`src/hdl/ffha_pkg.sv`:
```
// Shared types and constants of the first-fit heap allocator.
`default_nettype none
package ffha_pkg;

    localparam int MAX_BLOCKS_DEF   = 64;
    localparam int HEADER_BYTES_DEF = 5;
    localparam int LEN_W            = 22;
    localparam int ADDR_W           = 32;

    localparam logic [31:0] HEAP_BASE_RST  = 32'h0010_0000;
    localparam logic [31:0] HEAP_LIMIT_RST = 32'h003E_0000;

    localparam logic [1:0] ST_OK      = 2'd0;
    localparam logic [1:0] ST_ZERO    = 2'd1;
    localparam logic [1:0] ST_NOMEM   = 2'd2;
    localparam logic [1:0] ST_UNKNOWN = 2'd3;

    localparam logic KIND_ALLOC   = 1'b0;
    localparam logic KIND_RELEASE = 1'b1;

    localparam logic REG_HEAP_BASE  = 1'b0;
    localparam logic REG_HEAP_LIMIT = 1'b1;

    typedef struct packed {
        logic               kind;
        logic [LEN_W-1:0]   request_size;
        logic [ADDR_W-1:0]  release_address;
    } req_t;

    typedef struct packed {
        logic [ADDR_W-1:0]  data_address;
        logic [1:0]         status;
        logic [LEN_W-1:0]   bytes_in_use;
    } rsp_t;

    typedef struct packed {
        logic               used;
        logic [LEN_W-1:0]   len;
    } entry_t;

    typedef enum logic [3:0] {
        S_IDLE,
        S_RD,
        S_CHK,
        S_SHIFT_RD,
        S_SHIFT_WR,
        S_SPLIT_A,
        S_SPLIT_B,
        S_APPEND,
        S_MRG_RD,
        S_MRG_CHK,
        S_MRG_FLUSH,
        S_DONE
    } state_t;

endpackage
`default_nettype wire

```
`src/hdl/first_fit_heap_allocator.sv`:
```
// First-fit heap allocator: request sequencer over the block table.
// Usage:
//   req channel (req_valid/req_stall/req_data) takes one allocate or release
//   beat; rsp channel (rsp_valid/rsp_stall/rsp_data) returns one beat for each.
//   cfg channel (cfg_valid/cfg_ready) writes heap_base (0) or heap_limit (1);
//   cfg_ready is always high; write only while the block is idle.
// Sequencing:
//   One request at a time. The table walk reads one entry per S_RD/S_CHK
//   pair through the single memory read port. Allocate walks to the first
//   free entry that fits, then, on a split, moves the later entries up one
//   slot and writes the two table entries; with no fit it appends at the top.
//   Release walks to the block, then runs a coalescing pass over the table.
//   Zero-size requests answer without a table walk.
//   A new request is taken while a previous response still waits.
// Reset: table empty, heap top and used bytes zero, registers at defaults.
// Stall: a stalled response holds; the sequencer waits with its finished
//   result until the output register is free.
`default_nettype none
module first_fit_heap_allocator #(
    parameter int MAX_BLOCKS   = ffha_pkg::MAX_BLOCKS_DEF,
    parameter int HEADER_BYTES = ffha_pkg::HEADER_BYTES_DEF
) (
    input  wire logic          clk,
    input  wire logic          rst_n,
    input  wire logic          req_valid,
    output      logic          req_stall,
    input  wire ffha_pkg::req_t req_data,
    output      logic          rsp_valid,
    input  wire logic          rsp_stall,
    output ffha_pkg::rsp_t     rsp_data,
    input  wire logic          cfg_valid,
    output      logic          cfg_ready,
    input  wire logic          cfg_index,
    input  wire logic [31:0]   cfg_data
);
    import ffha_pkg::*;

    localparam int IW = (MAX_BLOCKS > 1) ? $clog2(MAX_BLOCKS) : 1;
    localparam int CW = $clog2(MAX_BLOCKS + 1);
    localparam logic [LEN_W-1:0] H22  = LEN_W'(HEADER_BYTES);
    localparam logic [LEN_W-1:0] H22P = LEN_W'(HEADER_BYTES + 1);
    localparam logic [31:0]      H32  = 32'(HEADER_BYTES);
    localparam logic [CW-1:0]    MAXC = CW'(MAX_BLOCKS);

    state_t             state_reg, state_next;
    logic [31:0]        base_reg, limit_reg;
    logic [CW-1:0]      count_reg, count_next;
    logic [LEN_W-1:0]   top_reg, top_next;
    logic [LEN_W-1:0]   used_reg, used_next;
    logic               kind_reg, kind_next;
    logic [LEN_W-1:0]   size_reg, size_next;
    logic [31:0]        rel_reg, rel_next;
    logic [IW-1:0]      idx_reg, idx_next;
    logic [IW-1:0]      j_reg, j_next;
    logic [CW-1:0]      w_reg, w_next;
    logic [LEN_W-1:0]   off_reg, off_next;
    logic [LEN_W-1:0]   fit_len_reg, fit_len_next;
    logic               prev_used_reg, prev_used_next;
    logic [LEN_W-1:0]   prev_len_reg, prev_len_next;
    logic [31:0]        addr_reg, addr_next;
    logic [1:0]         stat_reg, stat_next;
    logic               rsp_valid_next;
    rsp_t               rsp_next;

    logic               wr_en;
    logic [IW-1:0]      wr_addr, rd_addr;
    entry_t             wr_data, rd_data;

    logic [31:0]        blk_addr;
    logic [CW-1:0]      idx_ext, idx_inc;
    logic [23:0]        end_off;
    logic [32:0]        end_abs;
    logic               last_entry;

    ffha_table #(.DEPTH(MAX_BLOCKS), .AW(IW)) u_table (
        .clk     (clk),
        .wr_en   (wr_en),
        .wr_addr (wr_addr),
        .wr_data (wr_data),
        .rd_addr (rd_addr),
        .rd_data (rd_data)
    );

    assign cfg_ready = 1'b1;
    assign req_stall = (state_reg != S_IDLE);

    assign blk_addr   = base_reg + {{(32-LEN_W){1'b0}}, off_reg} + H32;
    assign idx_ext    = CW'(idx_reg);
    assign idx_inc    = idx_ext + CW'(1);
    assign last_entry = (idx_inc == count_reg);
    assign end_off    = {2'b00, top_reg} + {2'b00, size_reg} + {2'b00, H22};
    assign end_abs    = {1'b0, base_reg} + {9'd0, end_off};

    always_ff @(posedge clk or negedge rst_n)
    begin
        if (!rst_n)
        begin
            state_reg <= S_IDLE;
            base_reg  <= HEAP_BASE_RST;
            limit_reg <= HEAP_LIMIT_RST;
            count_reg <= '0;
            top_reg   <= '0;
            used_reg  <= '0;
            rsp_valid <= 1'b0;
        end
        else
        begin
            state_reg <= state_next;
            count_reg <= count_next;
            top_reg   <= top_next;
            used_reg  <= used_next;
            rsp_valid <= rsp_valid_next;
            if (cfg_valid && cfg_ready)
            begin
                if (cfg_index == REG_HEAP_BASE)
                begin
                    base_reg <= cfg_data;
                end
                if (cfg_index == REG_HEAP_LIMIT)
                begin
                    limit_reg <= cfg_data;
                end
            end
        end
    end

    always_ff @(posedge clk)
    begin
        kind_reg      <= kind_next;
        size_reg      <= size_next;
        rel_reg       <= rel_next;
        idx_reg       <= idx_next;
        j_reg         <= j_next;
        w_reg         <= w_next;
        off_reg       <= off_next;
        fit_len_reg   <= fit_len_next;
        prev_used_reg <= prev_used_next;
        prev_len_reg  <= prev_len_next;
        addr_reg      <= addr_next;
        stat_reg      <= stat_next;
        rsp_data      <= rsp_next;
    end

    always_comb
    begin
        state_next     = state_reg;
        count_next     = count_reg;
        top_next       = top_reg;
        used_next      = used_reg;
        kind_next      = kind_reg;
        size_next      = size_reg;
        rel_next       = rel_reg;
        idx_next       = idx_reg;
        j_next         = j_reg;
        w_next         = w_reg;
        off_next       = off_reg;
        fit_len_next   = fit_len_reg;
        prev_used_next = prev_used_reg;
        prev_len_next  = prev_len_reg;
        addr_next      = addr_reg;
        stat_next      = stat_reg;
        rsp_valid_next = rsp_valid && rsp_stall;
        rsp_next       = rsp_data;
        wr_en          = 1'b0;
        wr_addr        = idx_reg;
        wr_data        = '{used: 1'b0, len: '0};
        rd_addr        = idx_reg;

        case (state_reg)
            S_IDLE:
            begin
                if (req_valid)
                begin
                    kind_next = req_data.kind;
                    size_next = req_data.request_size;
                    rel_next  = req_data.release_address;
                    idx_next  = '0;
                    off_next  = '0;
                    addr_next = '0;
                    stat_next = ST_OK;
                    if (req_data.kind == KIND_ALLOC && req_data.request_size == '0)
                    begin
                        stat_next  = ST_ZERO;
                        state_next = S_DONE;
                    end
                    else if (count_reg == '0)
                    begin
                        if (req_data.kind == KIND_ALLOC)
                        begin
                            state_next = S_APPEND;
                        end
                        else
                        begin
                            stat_next  = ST_UNKNOWN;
                            state_next = S_DONE;
                        end
                    end
                    else
                    begin
                        state_next = S_RD;
                    end
                end
            end

            S_RD:
            begin
                rd_addr    = idx_reg;
                state_next = S_CHK;
            end

            S_CHK:
            begin
                if (kind_reg == KIND_ALLOC)
                begin
                    if (!rd_data.used && rd_data.len >= size_reg)
                    begin
                        addr_next    = blk_addr;
                        fit_len_next = rd_data.len;
                        if ((rd_data.len - size_reg) >= H22P && count_reg < MAXC)
                        begin
                            if (idx_inc < count_reg)
                            begin
                                j_next     = IW'(count_reg - CW'(1));
                                state_next = S_SHIFT_RD;
                            end
                            else
                            begin
                                state_next = S_SPLIT_A;
                            end
                        end
                        else
                        begin
                            wr_en      = 1'b1;
                            wr_addr    = idx_reg;
                            wr_data    = '{used: 1'b1, len: rd_data.len};
                            used_next  = used_reg + rd_data.len + H22;
                            state_next = S_DONE;
                        end
                    end
                    else
                    begin
                        off_next = off_reg + rd_data.len + H22;
                        idx_next = idx_reg + IW'(1);
                        state_next = last_entry ? S_APPEND : S_RD;
                    end
                end
                else
                begin
                    if (blk_addr == rel_reg && rd_data.used)
                    begin
                        wr_en     = 1'b1;
                        wr_addr   = idx_reg;
                        wr_data   = '{used: 1'b0, len: rd_data.len};
                        used_next = (used_reg >= rd_data.len + H22) ?
                                    used_reg - (rd_data.len + H22) : '0;
                        idx_next  = '0;
                        w_next    = '0;
                        state_next = S_MRG_RD;
                    end
                    else
                    begin
                        off_next = off_reg + rd_data.len + H22;
                        idx_next = idx_reg + IW'(1);
                        if (last_entry)
                        begin
                            stat_next  = ST_UNKNOWN;
                            state_next = S_DONE;
                        end
                        else
                        begin
                            state_next = S_RD;
                        end
                    end
                end
            end

            S_SHIFT_RD:
            begin
                rd_addr    = j_reg;
                state_next = S_SHIFT_WR;
            end

            S_SHIFT_WR:
            begin
                wr_en   = 1'b1;
                wr_addr = j_reg + IW'(1);
                wr_data = rd_data;
                if (j_reg == idx_reg + IW'(1))
                begin
                    state_next = S_SPLIT_A;
                end
                else
                begin
                    j_next     = j_reg - IW'(1);
                    state_next = S_SHIFT_RD;
                end
            end

            S_SPLIT_A:
            begin
                wr_en      = 1'b1;
                wr_addr    = idx_reg + IW'(1);
                wr_data    = '{used: 1'b0, len: fit_len_reg - size_reg - H22};
                state_next = S_SPLIT_B;
            end

            S_SPLIT_B:
            begin
                wr_en      = 1'b1;
                wr_addr    = idx_reg;
                wr_data    = '{used: 1'b1, len: size_reg};
                count_next = count_reg + CW'(1);
                used_next  = used_reg + size_reg + H22;
                state_next = S_DONE;
            end

            S_APPEND:
            begin
                if (end_abs >= {1'b0, limit_reg} || end_off[23:LEN_W] != '0
                    || count_reg >= MAXC)
                begin
                    addr_next = '0;
                    stat_next = ST_NOMEM;
                end
                else
                begin
                    wr_en      = 1'b1;
                    wr_addr    = IW'(count_reg);
                    wr_data    = '{used: 1'b1, len: size_reg};
                    count_next = count_reg + CW'(1);
                    addr_next  = base_reg + {{(32-LEN_W){1'b0}}, top_reg} + H32;
                    top_next   = end_off[LEN_W-1:0];
                    used_next  = used_reg + size_reg + H22;
                end
                state_next = S_DONE;
            end

            S_MRG_RD:
            begin
                rd_addr    = idx_reg;
                state_next = S_MRG_CHK;
            end

            S_MRG_CHK:
            begin
                if (w_reg != '0 && !prev_used_reg && !rd_data.used)
                begin
                    prev_len_next = prev_len_reg + H22 + rd_data.len;
                end
                else
                begin
                    if (w_reg != '0)
                    begin
                        wr_en   = 1'b1;
                        wr_addr = IW'(w_reg - CW'(1));
                        wr_data = '{used: prev_used_reg, len: prev_len_reg};
                    end
                    prev_used_next = rd_data.used;
                    prev_len_next  = rd_data.len;
                    w_next         = w_reg + CW'(1);
                end
                idx_next   = idx_reg + IW'(1);
                state_next = last_entry ? S_MRG_FLUSH : S_MRG_RD;
            end

            S_MRG_FLUSH:
            begin
                wr_en      = 1'b1;
                wr_addr    = IW'(w_reg - CW'(1));
                wr_data    = '{used: prev_used_reg, len: prev_len_reg};
                count_next = w_reg;
                state_next = S_DONE;
            end

            S_DONE:
            begin
                if (!rsp_valid || !rsp_stall)
                begin
                    rsp_valid_next = 1'b1;
                    rsp_next       = '{data_address: addr_reg, status: stat_reg,
                                       bytes_in_use: used_reg};
                    state_next     = S_IDLE;
                end
            end

            default:
            begin
                state_next = S_IDLE;
            end
        endcase
    end

endmodule
`default_nettype wire

```
`src/hdl/ffha_table.sv`:
```
// Block table memory: one write port, one registered read port.
`default_nettype none
module ffha_table #(
    parameter int DEPTH = 64,
    parameter int AW    = 6
) (
    input  wire logic            clk,
    input  wire logic            wr_en,
    input  wire logic [AW-1:0]   wr_addr,
    input  wire ffha_pkg::entry_t wr_data,
    input  wire logic [AW-1:0]   rd_addr,
    output ffha_pkg::entry_t     rd_data
);
    import ffha_pkg::*;

    entry_t mem [DEPTH];

    always_ff @(posedge clk)
    begin
        if (wr_en)
        begin
            mem[wr_addr] <= wr_data;
        end
        rd_data <= mem[rd_addr];
    end

endmodule
`default_nettype wire
```
`config.mk`:
```
export PLATFORM = sky130hd
export DESIGN_NAME = first_fit_heap_allocator
export DESIGN_NICKNAME = d
export VERILOG_FILES = /design/src/hdl/ffha_pkg.sv /design/src/hdl/first_fit_heap_allocator.sv /design/src/hdl/ffha_table.sv
export SDC_FILE = /design/constraint.sdc
export NUM_CORES = 2
export LEC_CHECK = 0
export ABC_CLOCK_PERIOD_IN_PS = 9380
export CAP_MARGIN = 20
export CORE_MARGIN = 2
export CORE_UTILIZATION = 25
export CTS_CLUSTER_DIAMETER = 40
export DETAILED_ROUTE_END_ITERATION = 7
export DONT_BUFFER_PORTS = 1
export MAX_ROUTING_LAYER = met4
export PLACE_DENSITY = 0.51
export SLEW_MARGIN = 15
export SYNTH_ARGS = -nofsm -noshare
export SYNTH_HDL_FRONTEND = slang
export SYNTH_HIERARCHICAL = 1
export SYNTH_SLANG_ARGS = --single-unit
```
`constraint.sdc`:
```
create_clock -name clk -period 9.38 [get_ports clk]
set_clock_uncertainty 0.05 [all_clocks]
set_input_delay 0.938 -clock clk [delete_from_list [all_inputs] [get_ports clk]]
set_output_delay 0.938 -clock clk [all_outputs]
set_load 0.05 [all_outputs]
```
==> flow_summary.toml <==
[critical_path]
crit_family = "compound AO/OA/AOI/OAI gates"
crit_path_frequent_cell = "a21oi_1"
r2r-start = "top_reg[1]"
critPathBufInv = 3
crit_type = "flop to flop"
critPathMaxFanout = 23
worstRegToRegCells = 36
r2r-end = "u_table/mem[57][19]"
end_kind = "flop"
regToRegSetupSlack_ns = 0.72
cp.arrival_ns = 9.21
crit_path_start_kind = "flop"
critPathMaxStageDelay_ns = 0.57
cp_slowest_cell = "a21oi_1"
crit_cells = 36
crit_required_ns = 9.93

[clock_network]
cts_buffers = 247
cts_tree = "built"
clock_sinks = 1846
cts-htree-levels = 4
cts_setup_buffers = 0
cts_max_path_buffers = 4
path_clk_slew_ns = 0.06
clk-insertion-delay-late_ns = 0.91
root_buffer = "clkbuf_16"

[synth]
dominantRegCellSynth = "edfxtp_1"
ys_types = 97
ys_ff_latch = 1846
yosysWarnings = 6
ys_seq_area_share_pct = 62.7
synth_area_um2 = 87100
synth_cells = 5743
syn_area_per_cell_um2 = 15.2
async_flop_share_pct = 6.50
synth_edf_count = 1703
synth_nets = 6299

[timing]
setup_viol = 0
fin_setup_tns_ns = 0
tightest_slew_ns = 1.13
fin_crit_sh_pct = 92.3
rsz0062_at_grt = "false"
hold_viol = 0
fmax_ghz = 0.115
period_minus_slack_ns = 8.66
timing.final.ws_setup_ns = 0.718
slew_headroom_pct = 24.9
timing.hold.ws_ns = 0.0998
slew_viol_final = 0

[detailed_routing]
post_drt_wl_per_cell_um = 24.3
first_pass_iters = 6
drt_iter0_markers = 5282
routed_wl_um = 262000
drc = 0
via_count = 52475
detail-route-antenna-nets = 0
viasPerCell = 4.86

[global_route]
gr-usage-all-layers_pct = 14.9
grt_pass1_vias = 51944
grt_pass1_wl_um = 376000
grt_max_degree = 121
grt_overflow = 0
antenna_found_initial = 35

[finish]
largest_reg_flops = 1472
final_area_um2 = 104000
instances_no_fill = 10804
drive_gt1_share_pct = 20.4
syn_to_final_growth_pct = 19.0
top_regs = "u_table/mem (1472), rsp_data (56)"
fillerInstances = 34147
largest_register = "u_table/mem"
nets = 6537

[min_path]
hp-start = "req_data[28]"
hp-class = "input pin to flop"
hold_end = "rel_reg[28]"
whs_path_depth = 0

[placement]
dpl.hpwl_um = 176000
dpl_cell_area_um2 = 95000
dpl_worst_slack_ns = 0.206
place_inst = 10305
gp_congestion = 0.899
io_buffers = 0

[power_and_ir_drop]
power_leakage_nw = 36.0
power_density_nw_per_um2 = 365
max-vdd-ir-drop_uv = 266

[floorplanning]
io_pins = 152
dieArea_um2 = 353000
die_h_um = 594
placementRows = 216
core_um2 = 346000
start_util_pct = 25.2
fp.dieW_um = 594

[run]
drv_cap = 0

[run_status]
outcome = "finished clean"
-- worst max path at each step --
| stage | start | to | slack, ns |
|---|---|---|---|
| floorplan | size_reg[1] | u_table/mem[28][0] | 0.53 |
| global placement | top_reg[1] | u_table/mem[12][17] | 0.14 |
| detailed placement | top_reg[5] | u_table/mem[28][6] | 0.21 |
| CTS | top_reg[5] | u_table/mem[28][9] | 0.13 |
| global route | size_reg[1] | u_table/mem[24][15] | 0.04 |
| finish | top_reg[1] | u_table/mem[57][19] | 0.72 |
-- what timing repair did --
action / CTS / global route
setup endpoints to repair: 0 / 1564
hold endpoints to repair: 120 / 0
gates resized for setup: 0 / 16
hold buffers: 2 / 0
-- area by class of cell --
cell class	instances	area, µm²	share of cell area (%)
flip-flops and latches	1846	54600	52.7
multi-input cells	3406	30800	29.7
clock buffers	278	6380	6.15
well taps	4578	5730	5.52
repair buffers	225	3020	2.91
clock inverters	177	2070	1.99
inverters	255	957	0.923
diodes	39	97.6	0.0941
-- cells in the mapped netlist (23+ instances only) --
| cell type | instances | area (µm²) |
|---|---|---|
| mux2i_1 | 56 | 561 |
| xnor2_1 | 172 | 1510 |
| buf_2 | 43 | 215 |
| nand3_1 | 136 | 681 |
| o22ai_1 | 89 | 557 |
| o221ai_1 | 28 | 245 |
| nor3_1 | 67 | 335 |
| a21oi_1 | 268 | 1340 |
| nor2b_1 | 45 | 282 |
| o21ai_0 | 200 | 1000 |
| ha_1 | 452 | 5660 |
| edfxtp_1 | 1703 | 51100 |
| and4_1 | 24 | 210 |
| inv_1 | 255 | 957 |
| clkbuf_1 | 143 | 537 |
| o21a_1 | 26 | 195 |
| nand4_1 | 35 | 219 |
| a22oi_1 | 64 | 480 |
| nand2_1 | 326 | 1220 |
| and3_1 | 37 | 231 |
| dfxtp_1 | 23 | 460 |
| a21o_1 | 64 | 480 |
| dfrtp_1 | 114 | 2850 |
| a31oi_1 | 32 | 200 |
| mux2_2 | 88 | 991 |
| xor2_1 | 107 | 937 |
| mux4_2 | 367 | 8270 |
| nand2b_1 | 43 | 269 |
| nor2_1 | 271 | 1020 |
-- routing by layer --
layer / global-route usage (%) / part of all wire [%] / vias to the layer above
met1: 20.1 / 44 / 26925
met3: 2.79 / 7.0 / 419
met5: - / 0 / -
met4: 4.55 / 3.3 / 0
met2: 22.6 / 45 / 1889
li1: - / - / 23242
-- per-stage QoR --
stage	power, W	utilization, %
after CTS	0.0381	29.9
after detailed placement	0.0284	27.4
after floorplan	0.0224	-
after global placement	0.0283	27.4
after global routing	0.0399	29.9
final	0.0379	29.9
-- power breakdown --
| part | leakage, nW | total [W] | internal, W | switching, W |
|---|---|---|---|---|
| Sequential | 17.3 | 0.0113 | 0.0106 | 0.000710 |
| Clock | 4.07 | 0.00960 | 0.00575 | 0.00385 |
| Combinational | 14.7 | 0.0169 | 0.00647 | 0.0105 |
| Total | 36.0 | 0.0379 | 0.0229 | 0.0150 |
-- cell families after synthesis --
kind of cell | after synthesis | synth area share [%]
buf+inv | 491 | 2.45
simple gates | 1115 | 6.17
other cells | 1 | 0.00430
compound gates | 1030 | 7.76
flops | 1846 | 62.7
fa+ha+maj | 463 | 6.74
mux | 516 | 11.4
xor+xnor | 281 | 2.86
-- cell usage in the layout, fill, tap and decap left out, types with 68 or more instances in the layout --
| cell | instances |
|---|---|
| nand3_1 | 126 |
| a21oi_1 | 261 |
| edfxtp_1 | 1703 |
| xnor2_1 | 172 |
| mux2_2 | 85 |
| o21ai_0 | 199 |
| mux4_2 | 367 |
| nand2_1 | 319 |
| dfrtp_1 | 114 |
| clkbuf_16 | 249 |
| inv_1 | 254 |
| o22ai_1 | 89 |
| nor2_1 | 202 |
| buf_12 | 102 |
| xor2_1 | 107 |
| nor2_2 | 68 |
| ha_1 | 452 |
| buf_4 | 117 |
(Power assumes the default switching activity.)
